--- src/hw/rtl/triangle_box_clipper_top_macros.svh ---
// Assertion macros shared by the triangle box clipper RTL.
// Included by the files that carry concurrent checks; no other dependencies.
`ifndef TRIANGLE_BOX_CLIPPER_TOP_MACROS_SVH
`define TRIANGLE_BOX_CLIPPER_TOP_MACROS_SVH
`ifndef SYNTHESIS
// Same-cycle implication, disabled while in reset
`define TBC_ASSERT_IMP(label, clk, rst_n, ante, cons) \
    label: assert property (@(posedge clk) disable iff (!rst_n) (ante) |-> (cons)) \
        else $error("tbc check failed");
// Next-cycle implication, disabled while in reset
`define TBC_ASSERT_NXT(label, clk, rst_n, ante, cons) \
    label: assert property (@(posedge clk) disable iff (!rst_n) (ante) |=> (cons)) \
        else $error("tbc check failed");
`else
`define TBC_ASSERT_IMP(label, clk, rst_n, ante, cons)
`define TBC_ASSERT_NXT(label, clk, rst_n, ante, cons)
`endif
`endif

--- src/hw/rtl/tbc_pkg.sv ---
// Shared types, widths and constants of the triangle box clipper.
// No dependencies; imported by the top level, the distance and interpolation units and the testbench.
package tbc_pkg;

    localparam int CW        = 20;  // Q13.6 coordinate
    localparam int VW        = 60;  // packed vertex x, y, z
    localparam int DW        = 40;  // plane distance, Q.20
    localparam int AXW       = 48;  // packed axis
    localparam int RADW      = 19;  // radius and epsilon
    localparam int RAM_DEPTH = 32;  // two banks of sixteen vertex slots
    localparam int RAM_AW    = 5;

    localparam logic [3:0]  POLY_MAX     = 4'd9;
    localparam logic [10:0] OUTPUT_VERTS = 11'd1024;
    localparam logic [2:0]  LAST_PLANE   = 3'd5;

    typedef enum logic [1:0] {
        SIDE_ON     = 2'd0,
        SIDE_AHEAD  = 2'd1,
        SIDE_BEHIND = 2'd2
    } side_t;

    typedef struct packed {
        logic signed [DW-1:0] plane_dist;
        side_t                side;
    } dist_res_t;

    typedef enum logic [2:0] {
        REG_AXIS_ZERO    = 3'd0,
        REG_AXIS_ONE     = 3'd1,
        REG_AXIS_TWO     = 3'd2,
        REG_BOX_ORIGIN   = 3'd3,
        REG_BOX_RADIUS   = 3'd4,
        REG_ON_EPSILON   = 3'd5,
        REG_MAX_VERTICES = 3'd6
    } cfg_reg_t;

    // Sign-extend a coordinate by one bit
    function automatic logic signed [CW:0] coord_ext(input logic [CW-1:0] c);
        return {c[CW-1], c};
    endfunction

endpackage

--- src/hw/rtl/tbc_dist.sv ---
// Plane distance unit: one 21x16 multiplier, three products accumulated.
// Depends on tbc_pkg.
module tbc_dist (
    input  logic                       clk,
    input  logic                       rst_n,
    input  logic                       start,
    input  logic [tbc_pkg::VW-1:0]     vtx,
    input  logic [tbc_pkg::AXW-1:0]    axis,
    input  logic [tbc_pkg::VW-1:0]     origin,
    input  logic [tbc_pkg::RADW-1:0]   radius,
    input  logic [tbc_pkg::RADW-1:0]   epsilon,
    input  logic                       flip,
    output tbc_pkg::dist_res_t         res,
    output logic                       done
);
    import tbc_pkg::*;

    logic                 busy_reg;
    logic [2:0]           cnt_reg;
    logic [VW-1:0]        vtx_reg;
    logic signed [36:0]   prod_reg;
    logic signed [DW-1:0] acc_reg;
    dist_res_t            res_reg;
    logic                 done_reg;

    logic signed [CW:0]   diff;
    logic signed [15:0]   a_sel;
    logic signed [36:0]   prod_full;
    logic signed [DW-1:0] acc_flip;
    logic signed [DW-1:0] dist_f;
    logic signed [DW-1:0] eps_f;
    logic signed [DW-1:0] rad_f;

    // Pick the component for this step
    always_comb
    begin
        case (cnt_reg[1:0])
            2'd0:
            begin
                diff  = coord_ext(vtx_reg[19:0]) - coord_ext(origin[19:0]);
                a_sel = axis[15:0];
            end
            2'd1:
            begin
                diff  = coord_ext(vtx_reg[39:20]) - coord_ext(origin[39:20]);
                a_sel = axis[31:16];
            end
            default:
            begin
                diff  = coord_ext(vtx_reg[59:40]) - coord_ext(origin[59:40]);
                a_sel = axis[47:32];
            end
        endcase
    end

    assign prod_full = diff * a_sel;

    // Finish: orient, add radius, classify against the tolerance band
    assign acc_flip = flip ? -acc_reg : acc_reg;
    assign rad_f    = $signed({{(DW-RADW-14){1'b0}}, radius, 14'b0});
    assign eps_f    = $signed({{(DW-RADW-14){1'b0}}, epsilon, 14'b0});
    assign dist_f   = acc_flip + rad_f;

    // Control
    always_ff @(posedge clk or negedge rst_n)
    begin
        if (!rst_n)
        begin
            busy_reg <= 1'b0;
            cnt_reg  <= 3'd0;
            done_reg <= 1'b0;
        end
        else
        begin
            done_reg <= 1'b0;
            if (start)
            begin
                busy_reg <= 1'b1;
                cnt_reg  <= 3'd0;
            end
            else if (busy_reg)
            begin
                cnt_reg <= cnt_reg + 3'd1;
                if (cnt_reg == 3'd4)
                begin
                    busy_reg <= 1'b0;
                    done_reg <= 1'b1;
                end
            end
        end
    end

    // Datapath
    always_ff @(posedge clk)
    begin
        if (start)
        begin
            vtx_reg <= vtx;
            acc_reg <= '0;
        end
        else if (busy_reg)
        begin
            if (cnt_reg <= 3'd2)
            begin
                prod_reg <= prod_full;
            end
            if (cnt_reg >= 3'd1 && cnt_reg <= 3'd3)
            begin
                acc_reg <= acc_reg + DW'(prod_reg);
            end
            if (cnt_reg == 3'd4)
            begin
                res_reg.plane_dist <= dist_f;
                if (dist_f > eps_f)
                begin
                    res_reg.side <= SIDE_AHEAD;
                end
                else if (dist_f < -eps_f)
                begin
                    res_reg.side <= SIDE_BEHIND;
                end
                else
                begin
                    res_reg.side <= SIDE_ON;
                end
            end
        end
    end

    assign res  = res_reg;
    assign done = done_reg;

endmodule

--- config.mk ---
export PLATFORM = sky130hd
export DESIGN_NAME = tbc_dist
export DESIGN_NICKNAME = d
export VERILOG_FILES = /design/src/hw/rtl/triangle_box_clipper_top_macros.svh /design/src/hw/rtl/tbc_pkg.sv /design/src/hw/rtl/tbc_dist.sv
export SDC_FILE = /design/constraint.sdc
export NUM_CORES = 1
export LEC_CHECK = 0
export BUFFER_PORTS_ARGS = -buffer_cell sky130_fd_sc_hd__buf_2
export CAP_MARGIN = 20
export CORE_MARGIN = 2
export CORE_UTILIZATION = 55
export DETAILED_ROUTE_END_ITERATION = 16
export GPL_ROUTABILITY_DRIVEN = 0
export HOLD_SLACK_MARGIN = 0.02
export PLACE_DENSITY_LB_ADDON = 0.08
export SLEW_MARGIN = 5
export SYNTH_ARGS = -nofsm -noshare
export SYNTH_HDL_FRONTEND = slang
export SYNTH_SLANG_ARGS = --single-unit
--- constraint.sdc ---
create_clock -name clk -period 12 [get_ports clk]
set_clock_uncertainty 0.05 [all_clocks]
set_input_delay 0.6 -clock clk [delete_from_list [all_inputs] [get_ports clk]]
set_output_delay 0.6 -clock clk [all_outputs]
set_load 0.05 [all_outputs]
**Word-level counts from Yosys, hierarchy flattened**

Index checks and enable logic that the tools add are counted.

- Register bits after elaboration: 184
- Bits of input ports: 210
- Output and inout bits: 43
- Word-level logic and storage cells: 43

- Add/subtract/negate cells: 8
- Multipliers: 1
- $lt $le $gt $ge: 5
- Equality and inequality tests: 2
- Multiplexer cells: 12
- Bitwise logic cells: 1
- Reductions and logical operators: 6

Operators with widths:

| operator | number |
|---|---|
| subtractor 20 x 20 -> 21 bit | 3 |
| one-hot mux 21 bit (2 select lines) | 1 |
| adder 40 x 34 -> 40 bit | 1 |
| adder 40 x 37 -> 40 bit | 1 |
| > comparator 40 x 34 -> 1 bit | 1 |
| < comparator 40 bit | 1 |
| two-way mux 40 bit | 1 |
| negator 33 -> 40 bit | 1 |
| negator 40 bit | 1 |
| multiplier 21 x 16 -> 37 bit | 1 |
| one-hot mux 16 bit (2 select lines) | 1 |
| less-or-equal comparator 3 x 2 -> 1 bit (second input constant) | 2 |
| two-way mux 1 bit | 6 |
| two-way mux 3 bit | 2 |
| AND reduction 3 bit | 2 |
| adder 3 x 1 -> 3 bit (second input constant) | 1 |
| equality test 3 bit (second input constant) | 1 |
| greater-or-equal comparator 3 x 1 -> 1 bit (second input constant) | 1 |
| equality test 2 x 1 -> 1 bit (second input constant) | 1 |
| logical NOT 2 bit | 1 |
| two-way mux 2 bit | 1 |
| AND reduction 2 bit | 1 |
| nonzero test 2 bit | 1 |
| logical AND 1 bit | 1 |
| NOT 1 bit | 1 |

**Depth between registers and ports, before layout**

- Depth in word-level cells: 5
- Depth in mapped cells: 35
- Depth with buffers taken out: 34

**Worst setup path before layout**

OpenSTA, ideal clock, no wires.

- Path type: input -> register
- From: input origin[40] in the netlist's numbering
- To: register prod_reg[33], data pin
- Library setup time: 0.265 ns
- Data arrival time: 8.491 ns
- Slack: 3.193 ns
- Cell stages on the path: 31
- Cell sequence: ha_1 fa_1 nor2b_1 o2111ai_1 a21o_1 a211oi_1 nor3_1 a21oi_1 o21ai_0 a211oi_1 clkbuf_1 a21oi_1 fa_1 inv_1 fa_1 inv_1 fa_1 fa_1 fa_1 inv_1 fa_1 inv_1 ha_1 a2111oi_0 nand2_1 a31oi_1 a211oi_1 o221ai_1 o21bai_1 nor4b_1 or3_1

- Word-level cells in the longest chain between the ends: 3

Ends and longest elaborated chain:

| item | RTL line | RTL |
|---|---|---|
| from (decl) | tbc_dist.sv:9 | `input logic [tbc_pkg::VW-1:0] origin,` |
| subtractor 20 x 20 -> 21 bit | tbc_dist.sv:50 | `diff = coord_ext(vtx_reg[59:40]) - coord_ext(origin[59:40]);` |
| one-hot mux 21 bit (2 select lines) | tbc_dist.sv:37 | `case (cnt_reg[1:0])` |
| multiplier 21 x 16 -> 37 bit | tbc_dist.sv:56 | `assign prod_full = diff * a_sel;` |
| net prod_full[33] | tbc_dist.sv:28 | `logic signed [36:0] prod_full;` |
| to (signal assigned) | tbc_dist.sv:105 | `prod_reg <= prod_full;` |
| to (decl) | tbc_dist.sv:21 | `logic signed [36:0] prod_reg;` |

The timed path passes the listed nets, and every way through them passes these cells.
A chain may end at the register's enable or synchronous reset.

**Worst setup path after layout**

- From: register vtx_reg[0]
- To: register prod_reg[33], data pin

- Word-level cells in the longest chain between the ends: 3

Ends and longest elaborated chain:

| item | RTL line | RTL |
|---|---|---|
| from (decl) | tbc_dist.sv:20 | `logic [VW-1:0] vtx_reg;` |
| from (signal assigned) | tbc_dist.sv:98 | `vtx_reg <= vtx;` |
| subtractor 20 x 20 -> 21 bit | tbc_dist.sv:40 | `diff = coord_ext(vtx_reg[19:0]) - coord_ext(origin[19:0]);` |
| one-hot mux 21 bit (2 select lines) | tbc_dist.sv:37 |  |
| multiplier 21 x 16 -> 37 bit | tbc_dist.sv:56 |  |
| net prod_full[33] | tbc_dist.sv:28 |  |

The timed path passes the listed nets, and every way through them passes these cells.

==> metrics.txt <==
run status=finished, final reports clean; Synth top area share=0.250; fraction of registers with async set/reset=0.0272; reg-to-reg endpoint=prod_reg[33]$_DFFE_PP_; htree depth=4; worst reg2reg startpoint=vtx_reg[0]$_DFFE_PP_; Clock Root Buffer=clkbuf_16; first-pass GRT wire length=114 mm; Setup Fix Bufs, Post-CTS=0; Worst-path clk slew=0.08 ns; most frequent cell after synthesis=inv_1; RSZ-0062 raised after global routing=no; max frequency=102 MHz; Critical Path Sink=prod_reg[33]$_DFFE_PP_; cts hold-fix bufs=1; Syn Nets=3830; family with the most delay on the worst path=adder cells; Cell Area, Synth=27100 µm²; Initial Util=0.555; initial antenna violation count=0; Syn Inst Count=3021; mux cell area share after synthesis=0.00194; final-stage net count=4049; critical path arrival=10.03 ns; Synth warnings=0; TNS Setup=0 ns; FF-to-FF path depth=32; # IOs=253; max FFs per register=60; largest net degree at the start of global routing=52; clock sinks=184; Period Utilization, post-route=0.820; Finished Core Util=0.610; Yosys top cell by area=fa_1; Via density=5.70; clock buffer depth=2; final setup violation count=0; Synth Area in Simple Gates=0.134; critical path depth in cells=32; adder and majority gate portion of the synthesized area=0.371; CTS tree=built; Synth area leaders=fa_1, edfxtp_1, ha_1, inv_1, xnor2_1; GRT overflow=0; antenna fix cells=0; core footprint=48700 µm²; worst setup path start=vtx_reg[0]$_DFFE_PP_; DRC Markers=0; Synth Area in Compound Gates=0.166; critical path data required time=12.19 ns; Initial DRT Pass Iterations=6; largest family of logic cells by synthesized area=adder cells; EDFF count, synth=139; drt initial violations=1570; worst skew pair latency=0.51 ns; type of the worst setup path=reg -> reg; smallest hold slack=0.214 ns; HP Class=in -> reg; max_cap viols=0; fin crit period=9.84 ns; Die Y=226 µm; post_cts resized=0; Post-synth top cells=inv_1, fa_1, ha_1, nand2_1, nor2_1; PortBufs=252; Startpoint Class=register; Slew headroom=0.264; Critical Path Max Stage Delay=0.66 ns; vias in the first global route=22900; ys flop type=edfxtp_1; Post-Synth XOR/XNOR Area=0.0572; Worst setup EP type=register; placed wire-length estimate=59.3 mm; die area=51000 µm²; final WL=70.5 mm; max-slew violation count=0; Vias=22300; Hold Violations, Final=0; WL/cell=18.0 µm; Critical path buffers and inverters=6; syn_area_per_cell=8.96 µm²; r2r setup slk=2.16 ns; FP Rows=81; distinct cell type count after synthesis=83; Top cell by count, worst path=fa_1; synthesis-stage register bit count=184; Seq/Total Area, Yosys=0.188; share of post-route cells with drive strength above 1=0.111; Area Growth Syn to Fin=9.88%; Worst Max-Slew Pin Slew=1.10 ns; Total Routing Usage GR=0.287; Detail Route Antenna Nets=0; CTS buffer count=17; origin of the worst min-delay path=vtx[19]; Die W=226 µm; CP max FO=12; CP max stage cell=nor3_1
## metal layers
layer,part of all wire,vias to the layer above,global-route usage
li1,-,10600,-
met3,0.070,162,0.0501
met5,0,-,0
met4,0.037,0,0.121
met2,0.49,913,0.508
met1,0.41,10600,0.344
## stage by stage
step / instance area, µm² / instances / worst slack [ns]
after global routing: 29700 / 3917 / 1.71
after global placement: 29100 / 3882 / 2.07
final: 29700 / 3917 / 2.16
after CTS: 29700 / 3916 / 2.27
after detailed placement: 29100 / 3883 / 1.94
after floorplan: 27100 / 3021 / 3.19
## cell type report
class / count / area [µm²]
inverters: 503 / 1890
repair buffers: 286 / 1530
flip-flops and latches: 184 / 5100
well taps: 664 / 831
clock buffers: 17 / 425
clock inverters: 15 / 174
multi-input cells: 2248 / 19800
fillers: 4220 / 19000
## worst reg2reg max path: cells and delay by family (launching register included)
| kind | cells | cell delay (ns) |
|---|---|---|
| AOI/OAI and AO/OA | 11 | 2.67 |
| adders and majority gates | 9 | 4.17 |
| buffers and inverters | 6 | 0.51 |
| DFF | 1 | 0.34 |
| and+or+nand+nor | 6 | 1.87 |
## worst min path at each step
stage	to	slack [ns]	depth (start not counted)
finish	vtx_reg[19]$_DFFE_PP_	0.21	1
global route	vtx_reg[42]$_DFFE_PP_	0.20	1
CTS	vtx_reg[19]$_DFFE_PP_	0.18	1
detailed placement	done$_DFF_PN0_	0.41	1
global placement	done$_DFF_PN0_	0.41	1
floorplan	busy_reg$_DFF_PN0_	0.25	0
## cell usage in the layout, fill, tap and decap left out, types with 86 or more instances in the layout
cell type,netlist,final
inv_1,502,502
fa_1,338,338
ha_1,261,260
nand2_1,257,257
buf_2,0,252
nor2_1,247,245
a21oi_1,203,199
edfxtp_1,139,139
xnor2_1,133,133
o21ai_0,120,120
a21o_1,86,86
## logic make-up (layout without fill, tap and decap cells)
kind of cell             after synthesis  after routing
AO/OA/AOI/OAI                        684            684
XOR/XNOR                             175            175
adder cells (fa/ha/maj)              599            599
buffers and inverters                589            821
flip-flops                           184            184
multiplexers                           5              5
AND/OR/NAND/NOR                      785            785
Power is not shown: default switching activity piles up to over one toggle a cycle in this logic, so the estimate is an artifact.
