### config.mk
export PLATFORM = sky130hd
export DESIGN_NAME = tbc_interp
export DESIGN_NICKNAME = d
export VERILOG_FILES = /design/src/hw/rtl/triangle_box_clipper_top_macros.svh /design/src/hw/rtl/tbc_pkg.sv /design/src/hw/rtl/tbc_interp.sv
export SDC_FILE = /design/constraint.sdc
export NUM_CORES = 1
export LEC_CHECK = 0
export ABC_AREA = 1
export BUFFER_PORTS_ARGS = -buffer_cell sky130_fd_sc_hd__buf_4
export CAP_MARGIN = 20
export CORE_MARGIN = 2
export CORE_UTILIZATION = 63
export CTS_BUF_LIST = sky130_fd_sc_hd__clkbuf_8
export DETAILED_ROUTE_END_ITERATION = 7
export PLACE_DENSITY = 0.89
export RECOVER_POWER = 25
export SLEW_MARGIN = 15
export SYNTH_ARGS = -nofsm -noshare
export SYNTH_HDL_FRONTEND = slang
export SYNTH_SLANG_ARGS = --single-unit
### constraint.sdc
create_clock -name clk -period 5.41 [get_ports clk]
set_clock_uncertainty 0.05 [all_clocks]
set_input_delay 1.082 -clock clk [delete_from_list [all_inputs] [get_ports clk]]
set_output_delay 1.082 -clock clk [all_outputs]
set_load 0.02 [all_outputs]
### src/hw/rtl/triangle_box_clipper_top_macros.svh
// Assertion macros shared by the triangle box clipper RTL.
// Included by the files that carry concurrent checks; no other dependencies.
`ifndef TRIANGLE_BOX_CLIPPER_TOP_MACROS_SVH
`define TRIANGLE_BOX_CLIPPER_TOP_MACROS_SVH
`ifndef SYNTHESIS
// Same-cycle implication, disabled while in reset
`define TBC_ASSERT_IMP(label, clk, rst_n, ante, cons) \
    label: assert property (@(posedge clk) disable iff (!rst_n) (ante) |-> (cons)) \
        else $error("tbc check failed");
// Next-cycle implication, disabled while in reset
`define TBC_ASSERT_NXT(label, clk, rst_n, ante, cons) \
    label: assert property (@(posedge clk) disable iff (!rst_n) (ante) |=> (cons)) \
        else $error("tbc check failed");
`else
`define TBC_ASSERT_IMP(label, clk, rst_n, ante, cons)
`define TBC_ASSERT_NXT(label, clk, rst_n, ante, cons)
`endif
`endif

### src/hw/rtl/tbc_pkg.sv
// Shared types, widths and constants of the triangle box clipper.
// No dependencies; imported by the top level, the distance and interpolation units and the testbench.
package tbc_pkg;

    localparam int CW        = 20;  // Q13.6 coordinate
    localparam int VW        = 60;  // packed vertex x, y, z
    localparam int DW        = 40;  // plane distance, Q.20
    localparam int AXW       = 48;  // packed axis
    localparam int RADW      = 19;  // radius and epsilon
    localparam int RAM_DEPTH = 32;  // two banks of sixteen vertex slots
    localparam int RAM_AW    = 5;

    localparam logic [3:0]  POLY_MAX     = 4'd9;
    localparam logic [10:0] OUTPUT_VERTS = 11'd1024;
    localparam logic [2:0]  LAST_PLANE   = 3'd5;

    typedef enum logic [1:0] {
        SIDE_ON     = 2'd0,
        SIDE_AHEAD  = 2'd1,
        SIDE_BEHIND = 2'd2
    } side_t;

    typedef struct packed {
        logic signed [DW-1:0] plane_dist;
        side_t                side;
    } dist_res_t;

    typedef enum logic [2:0] {
        REG_AXIS_ZERO    = 3'd0,
        REG_AXIS_ONE     = 3'd1,
        REG_AXIS_TWO     = 3'd2,
        REG_BOX_ORIGIN   = 3'd3,
        REG_BOX_RADIUS   = 3'd4,
        REG_ON_EPSILON   = 3'd5,
        REG_MAX_VERTICES = 3'd6
    } cfg_reg_t;

    // Sign-extend a coordinate by one bit
    function automatic logic signed [CW:0] coord_ext(input logic [CW-1:0] c);
        return {c[CW-1], c};
    endfunction

endpackage

### src/hw/rtl/tbc_interp.sv
// Edge interpolation unit: shift-add multiplier and restoring divider
// shared over the three coordinates. Depends on tbc_pkg.
module tbc_interp (
    input  logic                        clk,
    input  logic                        rst_n,
    input  logic                        start,
    input  logic [tbc_pkg::VW-1:0]      v_vtx,
    input  logic [tbc_pkg::VW-1:0]      w_vtx,
    input  logic signed [tbc_pkg::DW-1:0] dv,
    input  logic signed [tbc_pkg::DW-1:0] dw,
    output logic [tbc_pkg::VW-1:0]      res,
    output logic                        done
);
    import tbc_pkg::*;

    typedef enum logic [4:0] {
        IS_IDLE = 5'b00001,
        IS_LOAD = 5'b00010,
        IS_MUL  = 5'b00100,
        IS_PREP = 5'b01000,
        IS_DIV  = 5'b10000
    } istate_t;

    istate_t       state_reg;
    logic [1:0]    coord_reg;
    logic [4:0]    cnt_reg;
    logic          done_reg;
    logic          neg_reg;
    logic [61:0]   pr_reg;
    logic [41:0]   rem_reg;
    logic [21:0]   qn_reg;
    logic [VW-1:0] res_reg;

    logic signed [DW:0] den;
    logic [DW:0]        den_mag;
    logic [DW-1:0]      dv_mag;
    logic [41:0]        dvs;
    logic [CW-1:0]      v_c;
    logic [CW-1:0]      w_c;
    logic signed [CW:0] diff;
    logic [CW:0]        diff_mag;
    logic [41:0]        mul_sum;
    logic [62:0]        num_n;
    logic [42:0]        trial;
    logic               ge;
    logic signed [22:0] sum_v;
    logic [CW-1:0]      sat_v;

    // Shared edge terms; operands are held by the sequencer throughout
    assign den     = DW'(dv) - DW'(dw) + 41'sd0;
    assign den_mag = den[DW] ? (DW+1)'(-den) : den;
    assign dv_mag  = dv[DW-1] ? DW'(-dv) : DW'(dv);
    assign dvs     = {den_mag, 1'b0};

    always_comb
    begin
        case (coord_reg)
            2'd0:
            begin
                v_c = v_vtx[19:0];
                w_c = w_vtx[19:0];
            end
            2'd1:
            begin
                v_c = v_vtx[39:20];
                w_c = w_vtx[39:20];
            end
            default:
            begin
                v_c = v_vtx[59:40];
                w_c = w_vtx[59:40];
            end
        endcase
    end

    assign diff     = coord_ext(w_c) - coord_ext(v_c);
    assign diff_mag = diff[CW] ? (CW+1)'(-diff) : diff;

    // One multiplier bit per step
    assign mul_sum = {1'b0, pr_reg[61:21]} + (pr_reg[0] ? {2'b0, dv_mag} : 42'd0);
    // Rounding numerator 2*|num| + |den|
    assign num_n   = {1'b0, pr_reg[60:0], 1'b0} + {22'b0, den_mag};
    // One quotient bit per step
    assign trial   = {rem_reg, qn_reg[21]};
    assign ge      = trial >= {1'b0, dvs};

    // Apply the rounded step and saturate
    assign sum_v = {{3{v_c[CW-1]}}, v_c} + (neg_reg ? -$signed({1'b0, qn_reg})
                                                  : $signed({1'b0, qn_reg}));
    always_comb
    begin
        if (sum_v > 23'sd524287)
        begin
            sat_v = 20'h7FFFF;
        end
        else if (sum_v < -23'sd524288)
        begin
            sat_v = 20'h80000;
        end
        else
        begin
            sat_v = sum_v[CW-1:0];
        end
    end

    // Sequencer
    always_ff @(posedge clk or negedge rst_n)
    begin
        if (!rst_n)
        begin
            state_reg <= IS_IDLE;
            coord_reg <= 2'd0;
            cnt_reg   <= 5'd0;
            done_reg  <= 1'b0;
        end
        else
        begin
            done_reg <= 1'b0;
            unique case (state_reg)
                IS_IDLE:
                begin
                    if (start)
                    begin
                        coord_reg <= 2'd0;
                        state_reg <= IS_LOAD;
                    end
                end
                IS_LOAD:
                begin
                    cnt_reg   <= 5'd0;
                    state_reg <= IS_MUL;
                end
                IS_MUL:
                begin
                    cnt_reg <= cnt_reg + 5'd1;
                    if (cnt_reg == 5'd20)
                    begin
                        state_reg <= IS_PREP;
                    end
                end
                IS_PREP:
                begin
                    cnt_reg   <= 5'd0;
                    state_reg <= IS_DIV;
                end
                IS_DIV:
                begin
                    cnt_reg <= cnt_reg + 5'd1;
                    if (cnt_reg == 5'd22)
                    begin
                        if (coord_reg == 2'd2)
                        begin
                            done_reg  <= 1'b1;
                            state_reg <= IS_IDLE;
                        end
                        else
                        begin
                            coord_reg <= coord_reg + 2'd1;
                            state_reg <= IS_LOAD;
                        end
                    end
                end
                default:
                begin
                    state_reg <= IS_IDLE;
                end
            endcase
        end
    end

    // Datapath
    always_ff @(posedge clk)
    begin
        case (state_reg)
            IS_LOAD:
            begin
                pr_reg  <= {41'b0, diff_mag};
                neg_reg <= diff[CW] ^ dv[DW-1] ^ den[DW];
            end
            IS_MUL:
            begin
                pr_reg <= {mul_sum, pr_reg[20:1]};
            end
            IS_PREP:
            begin
                rem_reg <= {1'b0, num_n[62:22]};
                qn_reg  <= num_n[21:0];
            end
            IS_DIV:
            begin
                if (cnt_reg == 5'd22)
                begin
                    case (coord_reg)
                        2'd0:    res_reg[19:0]  <= sat_v;
                        2'd1:    res_reg[39:20] <= sat_v;
                        default: res_reg[59:40] <= sat_v;
                    endcase
                end
                else
                begin
                    rem_reg <= ge ? 42'(trial - {1'b0, dvs}) : trial[41:0];
                    qn_reg  <= {qn_reg[20:0], ge};
                end
            end
            default:
            begin
            end
        endcase
    end

    assign res  = res_reg;
    assign done = done_reg;

endmodule

==> results of run 1 <==
==> per-layer routing <==
metal | GRT overflow | global-route usage
met5 | 1 | 0.560
met4 | 158 | 0.885
met3 | 18 | 0.723
met2 | 269 | 0.972
met1 | 12 | 0.810
==> cells in the mapped netlist, types with 3 or more instances <==
cell type / n / area share
xnor2_1: 47 / 0.016
nand4_1: 47 / 0.011
inv_1: 600 / 0.087
a21o_1: 26 / 0.0076
ha_1: 213 / 0.10
nand2_1: 1089 / 0.16
xor2_1: 108 / 0.037
inv_2: 34 / 0.0049
nor3_1: 68 / 0.013
o21bai_1: 30 / 0.0087
o21ai_0: 274 / 0.053
nand3_2: 5 / 0.0019
o221ai_1: 5 / 0.0017
o31ai_1: 6 / 0.0017
a31oi_1: 27 / 0.0065
nor2_1: 416 / 0.061
o211ai_1: 15 / 0.0044
o21ai_1: 23 / 0.0045
or2_2: 26 / 0.0063
and3_1: 10 / 0.0024
nor2_2: 6 / 0.0015
a21boi_0: 6 / 0.0017
o22ai_1: 4 / 0.00097
clkbuf_1: 54 / 0.0079
a22o_1: 20 / 0.0068
nand3b_1: 6 / 0.0017
a211oi_1: 5 / 0.0015
nor3b_1: 5 / 0.0015
buf_6: 4 / 0.0017
o2111ai_1: 3 / 0.0010
nand3_1: 262 / 0.051
nor4_1: 28 / 0.0068
nand2_2: 14 / 0.0034
fa_1: 6 / 0.0047
a21oi_1: 374 / 0.073
o21a_1: 22 / 0.0064
buf_2: 3 / 0.00058
dfrtp_1: 12 / 0.012
and2_1: 4 / 0.00097
edfxtp_1: 187 / 0.22
nor2_4: 3 / 0.0013
==> cells by family after synthesis <==
group           count (synthesis)  share of synthesized area
simple gates                 1990                      0.322
xor+xnor                      156                     0.0537
flops                         200                      0.230
buf+inv                       698                      0.103
compound gates                850                      0.183
fa+ha+maj                     219                      0.108
==> per-stage QoR <==
| stage | instance area [um^2] | utilization | hold WS (ns) | worst slack (ns) | std cells |
|---|---|---|---|---|---|
| 2_1_floorplan | 25800 | - | 0.475 | -0.0190 | 4113 |
| 3_5_place_dp | 33100 | 0.813 | 0.510 | -0.985 | 5480 |
| 4_1_cts | 34100 | 0.838 | 0.259 | 0.00205 | 5521 |
| 3_3_place_gp | 33100 | 0.813 | 0.487 | -0.825 | 5480 |
==> what timing repair did <==
item                                   in CTS
endpoints found under the hold margin       0
hold buffers                                0
buffers inserted                            6
pin swaps                                  11
setup endpoints to repair                  43
resized for setup                          89
cloned                                      3
==> impl_metrics.tcl, run 1 <==
set metrics [dict create \
    run_status "aborted with a tool error" \
    failed_stage "global routing (5_1_grt)" \
    toolErrorMsg "[ERROR GRT-0232] Routing congestion too high. Check the congestion heatmap in the GUI." \
    largest_net_degree_at_the_start_of_global_routing 74 \
    synthesized_net_count 4535 \
    yosysWarningCount 0 \
    synth-seq-cells 200 \
    synth_enable_flop_cells 187 \
    worst_endpoint_kind "register data pin" \
    count_of_buffers_from_port_buffering 263 \
    htreeDepth 4 \
    grt_use_total 0.840 \
    rows 74 \
    cts_buffers 17 \
    height_of_the_chip_um 206 \
    syn-cell-area_um2 25800 \
    worst_endpoint "rem_reg[26]$_DFFE_PP_/D" \
    dp_hpwl_um 83800 \
    cts.sink_count 200 \
    synth_cells 4113 \
    synth.distinct_cells 54 \
    start_util 0.635 \
    ctsLongestPathBuffers 2 \
    gp_routability_congestion 1.13 \
    postSynthAreaPerCell_um2 6.27 \
    top_level_ports 264 \
    synth_seq_area_share 0.230 \
    grt_remaining_overflow 458 \
    postSynth.topFlopCell "edfxtp_1" \
    clock_tree.root_cell "clkbuf_8" \
    ys_async_sr_fraction 0.0650 \
    die_w_um 206 \
]
==> run 2, diff against run 1 <==
- CORE_UTILIZATION: 63 -> 40
- CTS_BUF_LIST: sky130_fd_sc_hd__clkbuf_8 -> not set
- PLACE_DENSITY: 0.89 -> not set
- PLACE_DENSITY_LB_ADDON: not set -> 0.15
==> run 2 against run 1 <==
  * The run now ends clean
  * Area after synthesis unchanged
  * Synthesized cell count unchanged
==> impl_metrics.tcl, run 2 <==
set metrics [dict create \
    run_status "completed" \
    ys_top_cells_by_count "1089 x nand2_1, 600 x inv_1, 416 x nor2_1" \
    syn-cell-area_um2 25800 \
    num-fill-cells 6322 \
    final-instance-count-excl-fill 5990 \
    gp_routability_congestion 0.979 \
    dp_hpwl_um 84500 \
    tightest_slew_ns 1.24 \
    largest_net_degree_at_the_start_of_global_routing 66 \
    grt_first_pass_wirelength_um 157000 \
    min_from "pr_reg[14]" \
    cts.sink_count 200 \
    cts_buffers 17 \
    grt_remaining_overflow 0 \
    irDropWorstVdd_v 0.000269 \
    placeableCoreArea_um2 64100 \
    critical_path.startpoint "dv[0]" \
    synth_area_leader_cell "edfxtp_1" \
    start_util 0.403 \
    net_count_final 5544 \
    viasPerCell 5.15 \
    dr.pass1.iters 6 \
    grt_use_total 0.298 \
    routedWlPerCell_um 17.1 \
    synthTopCellsByArea "edfxtp_1 22%, nand2_1 16%, ha_1 10%, inv_1 8.7%, a21oi_1 7.3%" \
    area_growth_pct 44.9 \
    grt_setup_unrepaired "true" \
    top_level_ports 264 \
    die-area_um2 66600 \
    antenna_cells 0 \
    clkTransAtPathRegs_ns 0.08 \
    min_delay_worst_endpoint "pr_reg[13]" \
    first_iter_violations 2001 \
    critical_path.slowest_cell "fa_2" \
    power.leakage_nw 18.1 \
    criticalPathCategory "in -> reg" \
    ctsLongestPathBuffers 2 \
    critical_path_required_ns 5.62 \
    height_of_the_chip_um 258 \
    ys_async_sr_fraction 0.0650 \
    detail-route-antenna-nets 0 \
    route.detailed.drc 0 \
    worst_setup_path_end_kind "register" \
    start_kind "primary input" \
    count_of_buffers_from_port_buffering 263 \
    postSynth.topFlopCell "edfxtp_1" \
    synth.top_cell.area_share 0.218 \
    worst_skew_late_latency_ns 0.51 \
    regToRegStartpoint "coord_reg[0]" \
    post-route-util 0.583 \
    timing_max_transition_violations_final 0 \
    reg2reg_depth 19 \
    largest_register_ffs 62 \
    multi_input_area_um2 19500 \
    postSynthAreaPerCell_um2 6.27 \
    max_stage_delay_ns 0.45 \
    regToRegSetupSlack_ns 0.81 \
    yosysWarningCount 0 \
    setup-tns-final_ns 0 \
    postRouteWirelength_um 102000 \
    die_w_um 258 \
    yosysMostFrequentCell "nand2_1" \
    route.vias.total 30900 \
    drive_gt1_frac 0.300 \
    timing.rr.end "res[57]" \
    timing.final.crit_period_ns 5.40 \
    htreeDepth 4 \
    achievable-frequency_mhz 185 \
    synth.distinct_cells 54 \
    seqCellArea_um2 5940 \
    worstPathArrival_ns 5.61 \
    timing_hold_violations_final 0 \
    final_common_cell "nand2_1" \
    cts_hold_buffers 0 \
    slew_headroom 0.164 \
    placed_cells_incl_taps 5894 \
    top_fanout_value_on_the_critical_path 8 \
    rows 93 \
    cts_tree "built" \
    synth_enable_flop_cells 187 \
    hp-class "reg -> reg" \
    fin_crit_sh 0.998 \
    synth-seq-cells 200 \
    clock_tree.root_cell "clkbuf_16" \
    antenna_found_initial 0 \
    powerDensity_nw_per_um2 444 \
    setup_viol_count_final 0 \
    hold-path-cell-count 2 \
    synth_cells 4113 \
    synthesized_net_count 4535 \
    synth_seq_area_share 0.230 \
    mostFrequentLayoutCells "1000 x nand2_1, 950 x buf_4, 577 x inv_1" \
    drv.max_cap_violation_count 0 \
    first_global_vias 28900 \
]
-- run 2: through the flow --
stage	power (W)	hold slack (ns)	setup WS, ns	area (um^2)
floorplan	0.00868	0.475	-0.0190	25800
global route	0.0179	0.546	-0.183	37400
CTS	0.0157	0.328	-0.0132	36300
detailed placement	0.0136	0.499	-1.11	34100
global placement	0.0136	0.493	-1.01	34100
finish	0.0166	0.522	0.0101	37400
-- run 2: per-layer routing --
layer | part of all wire | track usage | up-vias
li1 | - | - | 15600
met1 | 0.45 | 0.394 | 14200
met2 | 0.47 | 0.507 | 852
met3 | 0.051 | 0.0350 | 147
met4 | 0.033 | 0.0957 | 0
met5 | 0 | 0 | -
-- run 2: cell type report --
type	instances	area share
multi-input combinational	3215	0.520
timing repair buffer	1054	0.212
sequential	200	0.159
inverter	634	0.0640
tap	855	0.0286
clock buffer	18	0.0115
clock inverter	14	0.00502
-- run 2: worst max-delay path by stage --
| stage | cells after the start | endpoint | slack (ns) |
|---|---|---|---|
| floorplan | 32 | rem_reg[38] | -0.02 |
| global placement | 31 | rem_reg[27] | -1.01 |
| detailed placement | 31 | rem_reg[27] | -1.11 |
| CTS | 36 | rem_reg[35] | -0.01 |
| global route | 39 | rem_reg[18] | -0.18 |
| finish | 36 | rem_reg[15] | 0.01 |
-- run 2: logic make-up (layout without fill, tap and decap cells) --
group                      Yosys count  after routing  synth area share
adders and majority gates          219            219             0.108
DFF                                200            200             0.230
AOI/OAI and AO/OA                  850            850             0.183
xor gates and xnor gates           156            156            0.0537
and+or+nand+nor                   1990           1990             0.322
buffers and inverters              698           1720             0.103
-- run 2: where the power goes --
part,leakage (nW),internal [W],switching [W]
sequential,1.88,0.00240,0.000272
clock,0.297,0.000637,0.000743
combinational,15.9,0.00546,0.00709
-- run 2: timing repair --
item                                    4_1_cts  5_1_grt
pin swaps                                    92      117
gates resized for setup                     272      323
endpoints found under the setup margin       50       51
gates cloned                                  4        0
buffers inserted                             41       22
-- run 2: worst max-delay path: cells and delay by family --
kind,cells,cell delay (ns)
buf+inv,13,1.46
fa+ha+maj,4,1.07
xor+xnor,1,0.19
simple gates,16,1.60
compound gates,2,0.18
Note: power is estimated with default switching activity, not from simulation.
