### src/hw/rtl/triangle_box_clipper_top_macros.svh
// Assertion macros shared by the triangle box clipper RTL.
// Included by the files that carry concurrent checks; no other dependencies.
`ifndef TRIANGLE_BOX_CLIPPER_TOP_MACROS_SVH
`define TRIANGLE_BOX_CLIPPER_TOP_MACROS_SVH
`ifndef SYNTHESIS
// Same-cycle implication, disabled while in reset
`define TBC_ASSERT_IMP(label, clk, rst_n, ante, cons) \
    label: assert property (@(posedge clk) disable iff (!rst_n) (ante) |-> (cons)) \
        else $error("tbc check failed");
// Next-cycle implication, disabled while in reset
`define TBC_ASSERT_NXT(label, clk, rst_n, ante, cons) \
    label: assert property (@(posedge clk) disable iff (!rst_n) (ante) |=> (cons)) \
        else $error("tbc check failed");
`else
`define TBC_ASSERT_IMP(label, clk, rst_n, ante, cons)
`define TBC_ASSERT_NXT(label, clk, rst_n, ante, cons)
`endif
`endif

### src/hw/rtl/tbc_ram.sv
// Generic single-write, single-read RAM with registered read data.
// No dependencies.
module tbc_ram #(
    parameter int WIDTH = 8,
    parameter int DEPTH = 16
) (
    input  logic                     clk,
    input  logic                     we,
    input  logic [$clog2(DEPTH)-1:0] wr_addr,
    input  logic [WIDTH-1:0]         wr_data,
    input  logic [$clog2(DEPTH)-1:0] rd_addr,
    output logic [WIDTH-1:0]         rd_data
);

    logic [WIDTH-1:0] mem [DEPTH];

    // Write port
    always_ff @(posedge clk)
    begin
        if (we)
        begin
            mem[wr_addr] <= wr_data;
        end
    end

    // Registered read port
    always_ff @(posedge clk)
    begin
        rd_data <= mem[rd_addr];
    end

endmodule

### config.mk
export PLATFORM = sky130hd
export DESIGN_NAME = tbc_ram
export DESIGN_NICKNAME = d
export VERILOG_FILES = /design/src/hw/rtl/triangle_box_clipper_top_macros.svh /design/src/hw/rtl/tbc_ram.sv
export SDC_FILE = /design/constraint.sdc
export NUM_CORES = 1
export LEC_CHECK = 0
export BUFFER_PORTS_ARGS = -buffer_cell sky130_fd_sc_hd__buf_2
export CAP_MARGIN = 10
export CORE_UTILIZATION = 33
export CTS_BUF_LIST = sky130_fd_sc_hd__clkbuf_8
export DETAILED_ROUTE_END_ITERATION = 8
export PLACE_DENSITY = 0.58
export SETUP_SLACK_MARGIN = 0.15
export SYNTH_ARGS = -nofsm -noshare
export SYNTH_HDL_FRONTEND = slang
export SYNTH_SLANG_ARGS = --single-unit
### constraint.sdc
create_clock -name clk -period 2.8 [get_ports clk]
set_clock_uncertainty 0.05 [all_clocks]
set_input_delay 0.28 -clock clk [delete_from_list [all_inputs] [get_ports clk]]
set_output_delay 0.28 -clock clk [all_outputs]
set_load 0.03 [all_outputs]
# After elaboration in Yosys (flattened, before gate mapping)

Memories as Yosys holds them, arrays and structs flattened. A register that Yosys moved wholly into a read port is not among the register bits.
Index checks and enable logic that the tools add are counted.

Latch bits: 0
Word-level logic and storage cells: 3
Register bits: 0
Bits of input ports: 18
Bits in read-only memories: 0
Memory bits (writable): 128
Memories kept: 1

Reduce and logical (&&, ||, !) cells: 0
Bitwise logic cells: 0
Shifts and indexed selects: 0
$lt $le $gt $ge: 0
Muxes and demuxes: 2
Eq/ne operators: 0
$mul: 0
Add/sub/neg operators: 0
Divide/modulo/power cells: 0

Memories:

| memory | words | bits a word | read ports | clocked after memory_dff | write ports | RTL line      | RTL |
|---|---|---|---|---|---|---|---|
| mem    | 16    | 8           | 1          | 1                        | 1           | tbc_ram.sv:15 | `logic [WIDTH-1:0] mem [DEPTH];` |

Operator list:

| operator | number |
|---|---|
| $mux W1  | 2 |

# Longest topological paths before layout

Gate-level depths: netlist of the first run.

Depth after elaboration: 2
Gate-level depth with buffers: 5
Gate-level depth less buffers: 3

# Worst setup path before layout of the first run

No wires, ideal clock.

Path type: input to register
Start: input wr_addr[2]
End: memory mem[0][0] (enable)
Path slack: 977 ps
Data required time: 2367 ps
Cell stages on the path: 2
Arrival time: 1390 ps
Cells stage by stage: or3b_2 > nor3_1

RTL lines:

| what               | RTL line      | RTL |
|---|---|---|
| start: declaration | tbc_ram.sv:9  | `input logic [$clog2(DEPTH)-1:0] wr_addr,` |
| end: declaration   | tbc_ram.sv:15 |  |

Straight into the memory's write port.

==> results of run 1 <==
-- registers in the layout, summed over array words and instances, names as in the netlist --
register / cells
rd_data: 8
mem: 128
-- cells by family (layout without fill, tap and decap cells) --
logic type | after synthesis | count (layout) | synth area share (%)
DFF | 136 | 136 | 77.78
and+or+nand+nor | 35 | 35 | 3.184
muxes | 32 | 32 | 15.02
AOI/OAI and AO/OA | 16 | 16 | 2.334
buffers and inverters | 10 | 72 | 1.677
-- per-layer routing --
metal,up-vias,GRT usage [%]
met5,-,0
li1,1071,-
met4,0,5.602
met2,67,19.62
met1,1246,19.20
met3,13,4.091
-- cell usage after synthesis --
cell type        count
edfxtp_1           128
mux4_2              18
a22oi_1             16
mux4_1              14
nor2_1              13
nand2_1              9
dfxtp_1              8
nor3_1               4
buf_2                3
buf_6                3
clkdlybuf4s25_2      3
nand2b_1             2
nand3b_1             2
and2_1               1
and2b_1              1
buf_4                1
nand3_1              1
nor2b_1              1
or3b_2               1
-- per-stage QoR --
| stage | setup slack (ns) | power [uW] | hold slack, ns | area [sq um] | utilization, % |
|---|---|---|---|---|---|
| after floorplan | 0.9771 | 2471 | 0.3289 | 5147 | - |
| after global placement | 0.6581 | 2567 | 0.5974 | 5542 | 36.45 |
| after global routing | 1.043 | 4338 | 0.1769 | 5957 | 39.19 |
| after detailed placement | 0.6802 | 2571 | 0.6150 | 5542 | 36.45 |
| final | 1.161 | 4202 | 0.1816 | 5957 | 39.19 |
| after CTS | 1.155 | 4241 | 0.1570 | 5957 | 39.19 |
-- power by group through the flow --
stage | logic [uW] | clock network (uW) | registers, uW
final | 236 | 1680 | 2290
after global routing | 256 | 1790 | 2290
after CTS | 241 | 1710 | 2290
after detailed placement | 240 | 0 | 2330
after global placement | 236 | 0 | 2330
after floorplan | 116 | 0 | 2360
-- worst max-delay path, stage by stage --
cell and delay [ns]:
buf_2 0.47, buf_4 0.32, mux4_1 0.56, a22oi_1 0.19, nand2_1 0.07
-- layout make-up --
type	instances	area [sq um]	share of cell area [%]
flip-flops and latches	136	4004	67.21
multi-input cells	83	1057	17.75
repair buffers	41	245.2	4.117
well taps	188	235.2	3.949
clock buffers	17	234.0	3.928
clock inverters	14	181.4	3.046
-- worst min path at each step --
stage	slack, ns	depth (start not counted)	endpoint
after floorplan	0.33	0	mem[0][0]
after global placement	0.60	3	rd_data[6]
after detailed placement	0.61	3	rd_data[5]
after CTS	0.16	1	mem[11][0]
after global routing	0.18	1	mem[11][0]
final	0.18	1	mem[15][0]
==> flow_metrics.py, run 1 <==
metrics = {
    "status": {
        "run_status": "finished, final reports clean",
    },
    "finish": {
        "mostFrequentLayoutCells": "128 x edfxtp_1, 25 x buf_2, 18 x mux4_2, 17 x clkbuf_8",
        "layout.cells.most_common": "edfxtp_1",
        "final.fill_count": 1387,
        "antenna_cells_inserted": 0,
        "finish.net_count": 297,
        "drive_gt1_share_pct": 31.27,
        "flow.area_growth_from_synthesis_pct": 15.73,
        "final_cells": 479,
    },
    "clocking": {
        "total_number_of_clock_tree_sinks": 136,
        "maximum_number_of_buffers_from_clock_root_to_sink": 2,
        "ctsResizeCount": 0,
        "numCtsBuffers": 17,
        "tritoncts": "yes",
        "number_of_levels_the_h_tree_was_split_into": 4,
        "clk_pin_slew_worst_paths_ns": 0.07,
        "cts_post_setup_buffers_inserted": 0,
        "worst_skew_pair.late_latency_ns": 0.43,
        "cts_hold_repair.buffers": 0,
        "root_buffer": "clkbuf_8",
    },
    "floorplan": {
        "rows": 45,
        "design.die.area_sq_mm": 0.01610,
        "core_area_sq_mm": 0.01520,
        "fp.dieH_um": 126.9,
        "initial_core_util_pct": 33.86,
        "dieWidth_um": 126.9,
        "num_io_pins": 26,
    },
    "route": {
        "dr.max_layer_used": "met4",
        "met3WireLength_um": 537,
        "detailedRoute.firstIterationViolations": 160,
        "drc": 0,
        "viasPerCell": 5.004,
        "met2_wirelength_um": 4608,
        "detail_route_antenna_nets": 0,
        "dr.pass1.iters": 5,
        "m1WireLength_um": 4887,
        "drt-wirelength-per-cell_um": 21.28,
        "routed_wirelength_um": 10190,
        "vias": 2397,
    },
    "power": {
        "intPower_uw": 3318,
        "logic_gate_share_of_total_power_pct": 5.6,
        "clock_network_power_share_pct": 40.0,
        "max-vdd-ir-drop_mv": 0.3493,
        "seq_power_share_pct": 54.4,
        "powerDensity_mw_per_mm2": 705.4,
        "p_leak_uw": 0.001985,
        "net-switching-power_uw": 884.3,
        "swShare_pct": 21.04,
    },
    "synthesis": {
        "yosys_register_bits": 136,
        "synthDistinctLibCells": 19,
        "mappedNetlistNets": 247,
        "synthesis.area_sq_mm": 0.005147,
        "synth.top_cells.by_area": "edfxtp_1 75%, mux4_2 7.9%, mux4_1 7.1%",
        "yosysTopAreaCellShare_pct": 74.67,
        "syn_inst": 229,
        "yosysSeqAreaShare_pct": 77.78,
        "netlist.top_cell.by_area": "edfxtp_1",
        "number_of_synthesis_warnings": 0,
        "synthesis.area_per_instance_sq_um": 22.48,
    },
    "sta": {
        "post-route-period-util_pct": 58.52,
        "timing.max_slew.rel_slack_pct": 42.51,
        "slew_violations": 0,
        "grt_setup_unrepaired": "false",
        "period_minus_slack_ns": 1.639,
        "max_freq_mhz": 610.3,
        "setup-violations-final": 0,
        "tightest_slew_ns": 0.8591,
        "totalNegativeSetupSlack_ns": 0,
        "finalHoldViolCount": 0,
    },
    "worst_setup_path": {
        "crit_start": "rd_addr[0]",
        "regToRegSetupSlack_ns": 1.28,
        "setup.worst_path.class": "input port to flip-flop",
        "critPathMaxFanout": 18,
        "crit_path_end": "rd_data[5]",
        "rr_startpoint": "mem[0][2]",
        "reg2reg_depth": 3,
        "worstPathRequired_ns": 3.07,
        "start_kind": "input port",
        "worstPathArrival_ns": 1.91,
        "crit-reg2reg-capture": "rd_data[2]",
        "worstSetupEndpointType": "flip-flop",
    },
    "global_routing": {
        "grt_overflow": 0,
        "grt_resource_usage_total_pct": 13.60,
        "grt_first_pass_wirelength_um": 15220,
        "grt_max_degree": 28,
        "grt_pass1_vias": 2463,
        "grt_antenna_before_repair": 0,
    },
    "placement": {
        "dpl.hpwl_um": 6564,
        "place.detailed.instances": 448,
        "gp_congestion": 0.7302,
        "placement.io_buffers": 25,
    },
    "run": {
        "max_cap_violations": 0,
    },
    "worst_hold_path": {
        "holdCritPathClass": "input port to flip-flop",
        "worst_hold_startpoint": "wr_data[0]",
    },
}
(Power assumes the default switching activity.)
==> run 2: changes to the inputs <==
--- a/config.mk
+++ b/config.mk
@@ -5,6 +5,7 @@
 export SDC_FILE = /design/constraint.sdc
 export NUM_CORES = 1
 export LEC_CHECK = 0
+export ABC_AREA = 1
 export BUFFER_PORTS_ARGS = -buffer_cell sky130_fd_sc_hd__buf_2
 export CAP_MARGIN = 10
 export CORE_UTILIZATION = 33
==> constraint.sdc (replaced) <==
create_clock -name clk -period 1.7 [get_ports clk]
set_clock_uncertainty 0.05 [all_clocks]
set_input_delay 0.17 -clock clk [delete_from_list [all_inputs] [get_ports clk]]
set_output_delay 0.17 -clock clk [all_outputs]
set_load 0.03 [all_outputs]
==> run 2 against run 1 <==
Compared with the run above:
- total power rose by 56%
- sequential power increased by 65%
- first-iteration DRC count grew 130%
- largest cell class unchanged
- sequential share of layout area fell by 6.0 points
- routed wire length grew 31%
- worst hold slack worse by 0.11 ns
- clock-buffer cell count grew 5
- area after synthesis up 12%
- die area up 12%
==> flow_metrics.py, run 2 <==
metrics = {
    "sta": {
        "period_minus_slack_ns": 1.255,
        "finalHoldViolCount": 0,
        "max_freq_mhz": 797.0,
        "slew_violations": 0,
        "totalNegativeSetupSlack_ns": 0,
        "tightest_slew_ns": 0.4247,
        "whs_ns": 0.06947,
        "timing.max_slew.rel_slack_pct": 71.69,
        "setup_slack_ns": 0.4454,
        "setup-violations-final": 0,
        "grt_setup_unrepaired": "false",
        "post-route-period-util_pct": 73.80,
    },
    "synthesis": {
        "synthesis.area_sq_mm": 0.005767,
        "post_synth_most_frequent_cells": "173 x nand2_1, 128 x edfxtp_1, 100 x inv_1, 97 x nand3_1, 17 x nor2_1",
        "synthesis.area_per_instance_sq_um": 10.47,
        "yosysSeqAreaShare_pct": 69.43,
        "synth.top_cells.by_area": "edfxtp_1 67%, nand2_1 11%, nand3_1 8.4%",
        "yosys_register_bits": 136,
        "netlist.top_cell.by_area": "edfxtp_1",
        "ys_dominant_reg_cell": "edfxtp_1",
        "yosysTopAreaCellShare_pct": 66.65,
        "synthDistinctLibCells": 12,
        "synth_async_sr_flop_share_pct": 0,
        "count_of_flip_flops_with_a_built_in_enable_after_synthesis": 128,
        "mappedNetlistNets": 569,
        "syn_inst": 551,
        "number_of_synthesis_warnings": 0,
        "synth.most_common_cell": "nand2_1",
    },
    "power": {
        "max-vdd-ir-drop_mv": 0.4061,
        "powerDensity_mw_per_mm2": 1004,
        "p_leak_uw": 0.002834,
        "total_power_uw": 6571,
    },
    "worst_setup_path": {
        "worstPathRequired_ns": 1.48,
        "timing.critical_path.cells": "buf_2",
        "setup.worst_path.class": "flip-flop to primary output",
        "reg2reg_depth": 6,
        "start_kind": "flip-flop",
        "worstSetupEndpointType": "primary output",
        "rr_startpoint": "mem[9][4]",
        "crit-reg2reg-capture": "rd_data[4]",
        "crit_start": "rd_data[5]",
        "crit_path_end": "rd_data[5]",
        "regToRegSetupSlack_ns": 0.63,
        "critPathMaxFanout": 1,
        "path_buf_inv": 1,
        "max_stage_delay_ns": 0.38,
        "cp_num_cells": 1,
        "critPathSlowestCell": "dfxtp_1",
        "worstPathArrival_ns": 1.03,
        "critPathTopFamily": "flip-flops",
    },
    "clocking": {
        "clk_pin_slew_worst_paths_ns": 0.07,
        "cts_post_setup_buffers_inserted": 0,
        "tritoncts": "yes",
        "total_number_of_clock_tree_sinks": 136,
        "numCtsBuffers": 17,
        "number_of_levels_the_h_tree_was_split_into": 4,
        "cts_hold_repair.buffers": 0,
        "ctsResizeCount": 0,
        "root_buffer": "clkbuf_8",
        "worst_skew_pair.late_latency_ns": 0.44,
        "maximum_number_of_buffers_from_clock_root_to_sink": 2,
    },
    "global_routing": {
        "grt_antenna_before_repair": 0,
        "grt_overflow": 0,
        "grt_first_pass_wirelength_um": 20480,
        "grt_resource_usage_total_pct": 15.76,
        "grt_max_degree": 65,
        "grt_pass1_vias": 3599,
    },
    "worst_hold_path": {
        "holdCritPathClass": "input port to flip-flop",
    },
    "floorplan": {
        "core_area_sq_mm": 0.01682,
        "fp.dieH_um": 134.2,
        "rows": 47,
        "design.die.area_sq_mm": 0.01801,
        "initial_core_util_pct": 34.29,
        "dieWidth_um": 134.2,
        "num_io_pins": 26,
    },
    "status": {
        "run_status": "finished, final reports clean",
    },
    "finish": {
        "max_ffs_per_register": 128,
        "flow.area_growth_from_synthesis_pct": 13.47,
        "top_regs": "mem: 128 flops, rd_data: 8 flops",
        "layout.cells.most_common": "nand2_1",
        "drive_gt1_share_pct": 11.90,
        "antenna_cells_inserted": 0,
        "finish.net_count": 611,
        "top_register": "mem",
        "final.fill_count": 1695,
        "mostFrequentLayoutCells": "173 x nand2_1, 128 x edfxtp_1, 105 x inv_1, 97 x nand3_1, 25 x buf_2",
        "finalInstanceArea_sq_mm": 0.006544,
    },
    "run": {
        "max_cap_violations": 0,
    },
    "route": {
        "dr.pass1.iters": 5,
        "viasPerCell": 4.623,
        "detailedRoute.firstIterationViolations": 360,
        "drt-wirelength-per-cell_um": 16.24,
        "routed_wirelength_um": 13400,
        "vias": 3814,
        "drc": 0,
        "detail_route_antenna_nets": 0,
    },
    "placement": {
        "placement.io_buffers": 25,
        "placement.setup.worst_slack_ns": 0.3380,
        "gp_congestion": 0.7647,
        "dpl.hpwl_um": 8223,
        "dpl-instance-area_sq_mm": 0.006203,
    },
}
==> run 2: per-layer routing <==
layer	track usage, %	vias to the layer above	part of all wire (%)
li1	-	1850	-
met1	20.66	1832	47
met2	24.93	111	46
met3	3.061	21	4.5
met4	7.990	0	1.9
met5	0	-	0
==> run 2: worst min-delay path by stage <==
stage | endpoint | depth (start not counted) | from | slack [ns]
floorplan | mem[0][0] | 0 | wr_data[0] | 0.22
global placement | rd_data[6] | 3 | rd_addr[3] | 0.50
detailed placement | rd_data[0] | 3 | rd_addr[3] | 0.52
CTS | rd_data[0] | 3 | rd_addr[3] | 0.05
global route | rd_data[0] | 3 | rd_addr[3] | 0.07
finish | rd_data[6] | 3 | rd_addr[3] | 0.07
==> run 2: area by class of cell <==
class | count | area (sq um) | share of cell area [%]
Clock buffer | 22 | 302.8 | 4.627
Clock inverter | 9 | 37.54 | 0.5736
Inverter | 102 | 382.9 | 5.851
Multi-Input combinational cell | 289 | 1214 | 18.55
Sequential cell | 136 | 4004 | 61.19
Tap cell | 220 | 275.3 | 4.206
Timing Repair Buffer | 47 | 327.8 | 5.010
==> run 2: power breakdown <==
group / internal, uW / switching (uW) / leakage [uW] / total (uW)
sequential: 3750 / 24.6 / 0.00122 / 3770
clock: 1150 / 1140 / 0.000190 / 2290
combinational: 142 / 369 / 0.00142 / 511
==> run 2: worst register-to-register path, stage by stage, from the launching register on <==
cell,delay [ns]
edfxtp_1,0.36
inv_1,0.06
nand2_1,0.04
nand3_1,0.09
nand3_1,0.14
nand3_1,0.15
nand2_1,0.07
==> run 2: cells by family after synthesis <==
group / after synthesis / share of synthesized area [%]
simple gates: 289 / 21.05
flops: 136 / 69.43
buf+inv: 126 / 9.525
==> run 2: through the flow <==
stage,util (%),instances
after global routing,38.91,825
final,38.91,825
after CTS,38.91,825
after detailed placement,36.88,794
after floorplan,-,551
after global placement,36.88,794
==> run 3: changes to the inputs <==
--- a/config.mk
+++ b/config.mk
@@ -5,7 +5,7 @@
 export SDC_FILE = /design/constraint.sdc
 export NUM_CORES = 1
 export LEC_CHECK = 0
-export ABC_AREA = 1
+export ABC_AREA = 0
 export BUFFER_PORTS_ARGS = -buffer_cell sky130_fd_sc_hd__buf_2
 export CAP_MARGIN = 10
 export CORE_UTILIZATION = 33
==> constraint.sdc (replaced) <==
create_clock -name clk -period 1.2 [get_ports clk]
set_clock_uncertainty 0.05 [all_clocks]
set_input_delay 0.12 -clock clk [delete_from_list [all_inputs] [get_ports clk]]
set_output_delay 0.12 -clock clk [all_outputs]
set_load 0.03 [all_outputs]
==> run 3 against run 2 <==
Compared with the run above:
- the run now ends with setup timing left
- via count down 36%
- setup slack worse by 0.60 ns
- combinational power up 39%
- final cell count down 40%
- critical path depth up 2
- critical endpoint is now rd_data[7]
- largest power group unchanged
==> flow_metrics.py, run 3 (synthesis results as in run 1) <==
metrics = {
    "finish": {
        "max_ffs_per_register": 128,
        "flow.area_growth_from_synthesis_pct": 23.12,
        "top_register": "mem",
        "layout.cells.most_common": "edfxtp_1",
        "antenna_cells_inserted": 0,
        "finish.net_count": 316,
        "mostFrequentLayoutCells": "128 x edfxtp_1, 31 x mux4_2, 18 x buf_4, 17 x clkbuf_8, 17 x buf_2",
        "top_regs": "mem: 128 flops, rd_data: 8 flops",
        "drive_gt1_share_pct": 47.27,
    },
    "worst_setup_path": {
        "regToRegSetupSlack_ns": -0.16,
        "start_kind": "flip-flop",
        "timing.critical_path.cells": "mux4_2 -> a22oi_2 -> nand2_1",
        "path_buf_inv": 0,
        "critPathTopFamily": "multiplexers",
        "critPathSlowestCell": "mux4_2",
        "worstPathArrival_ns": 1.62,
        "crit-reg2reg-capture": "rd_data[7]",
        "setup.worst_path.class": "flip-flop to flip-flop",
        "rr_startpoint": "mem[7][7]",
        "reg2reg_depth": 3,
        "critPathMaxFanout": 1,
        "worstPathRequired_ns": 1.46,
        "max_stage_delay_ns": 0.51,
        "worstSetupEndpointType": "flip-flop",
    },
    "run": {
        "max_cap_violations": 0,
    },
    "power": {
        "max-vdd-ir-drop_mv": 0.6384,
        "clock_network_power_share_pct": 34.4,
        "powerDensity_mw_per_mm2": 1458,
        "intPower_uw": 7064,
        "p_leak_uw": 0.002069,
        "seq_power_share_pct": 57.9,
        "net-switching-power_uw": 2175,
        "total_power_uw": 9240,
        "swShare_pct": 23.54,
        "logic_gate_share_of_total_power_pct": 7.7,
    },
    "floorplan": {
        "core_area_sq_mm": 0.01520,
        "rows": 45,
        "num_io_pins": 26,
        "dieWidth_um": 126.9,
        "fp.dieH_um": 126.9,
        "initial_core_util_pct": 33.86,
        "design.die.area_sq_mm": 0.01610,
    },
    "route": {
        "dr.pass1.iters": 5,
        "viasPerCell": 4.902,
        "drc": 0,
        "drt-wirelength-per-cell_um": 20.68,
        "routed_wirelength_um": 10320,
        "vias": 2446,
        "detailedRoute.firstIterationViolations": 144,
        "detail_route_antenna_nets": 0,
    },
    "sta": {
        "tightest_slew_ns": 0.9682,
        "setup-violations-final": 8,
        "post-route-period-util_pct": 113.1,
        "period_minus_slack_ns": 1.357,
        "timing.max_slew.rel_slack_pct": 35.22,
        "totalNegativeSetupSlack_ns": -0.8797,
        "setup_slack_ns": -0.1568,
        "slew_violations": 0,
        "grt_setup_unrepaired": "true",
        "finalHoldViolCount": 0,
        "max_freq_mhz": 737.0,
    },
    "clocking": {
        "tritoncts": "yes",
        "total_number_of_clock_tree_sinks": 136,
        "worst_skew_pair.late_latency_ns": 0.43,
        "root_buffer": "clkbuf_8",
        "clk_pin_slew_worst_paths_ns": 0.08,
        "maximum_number_of_buffers_from_clock_root_to_sink": 2,
        "number_of_levels_the_h_tree_was_split_into": 4,
        "numCtsBuffers": 17,
        "cts_post_setup_buffers_inserted": 0,
    },
    "worst_hold_path": {
        "holdCritPathClass": "input port to flip-flop",
        "worst_hold_startpoint": "wr_data[2]",
        "holdPathEnd": "mem[6][2]",
        "hold_depth": 1,
    },
    "placement": {
        "dpl.hpwl_um": 7100,
        "placement.io_buffers": 25,
        "gp_congestion": 0.7356,
    },
    "global_routing": {
        "grt_use_met1_pct": 18.61,
        "grt_first_pass_wirelength_um": 16150,
        "met2_usage_pct": 22.53,
        "grt_antenna_before_repair": 0,
        "grt_max_degree": 17,
        "grt_overflow": 0,
        "grt_pass1_vias": 2669,
        "global_route.peak_usage_layer": "met2",
        "grt_resource_usage_total_pct": 14.24,
        "grt_util_met3_pct": 3.796,
    },
    "status": {
        "failing_checks": "setup timing",
        "run_status": "complete, but fails checks",
    },
}
## run 3: power groups by stage
stage / Clock (uW) / Sequential, uW / Combinational (uW)
final: 3180 / 5350 / 709
after global routing: 3460 / 5360 / 762
after CTS: 3270 / 5350 / 710
after detailed placement: 0 / 5440 / 655
after global placement: 0 / 5440 / 645
after floorplan: 0 / 5500 / 308
## run 3: timing repair
action,CTS,global route
setup endpoints to repair,16,16
endpoints found under the hold margin,28,0
hold buffers,3,0
gates resized for setup,26,5
pin swaps,1,2
## run 3: metal layers
layer  vias up  routed length (um)
met4         0                 109
met3        12                 442
li1       1100                   -
met5         -                   0
met1      1271                4811
met2        63                4956
## run 3: worst max path at each step
stage / start / to / slack, ns / depth (start not counted)
2_1_floorplan: wr_addr[2] / mem[0][0] / -0.07 / 2
3_3_place_gp: rd_addr[0] / rd_data[7] / -0.47 / 5
3_5_place_dp: rd_addr[0] / rd_data[7] / -0.45 / 5
4_1_cts: mem[7][7] / rd_data[7] / -0.16 / 3
5_1_grt: mem[7][7] / rd_data[7] / -0.18 / 3
6_report: mem[7][7] / rd_data[7] / -0.16 / 3
## run 3: final cells by class
class	instances	area, sq um
Fill cell	1337	8865
Timing Repair Buffer	60	620.6
Tap cell	188	235.2
Sequential cell	136	4013
Clock inverter	15	107.6
Clock buffer	17	234.0
Multi-Input combinational cell	83	1127
## run 3: per-stage QoR
| step | instance area [sq um] | std cells | utilization [%] | hold slack, ns | setup slack [ns] |
|---|---|---|---|---|---|
| global placement | 5867 | 464 | 38.59 | 0.4462 | -0.4734 |
| detailed placement | 5867 | 464 | 38.59 | 0.4701 | -0.4519 |
| finish | 6337 | 499 | 41.69 | 0.03994 | -0.1568 |
| global route | 6337 | 499 | 41.69 | 0.01439 | -0.1784 |
| floorplan | 5211 | 229 | - | 0.1689 | -0.07301 |
| CTS | 6316 | 499 | 41.55 | 0.0001355 | -0.1556 |
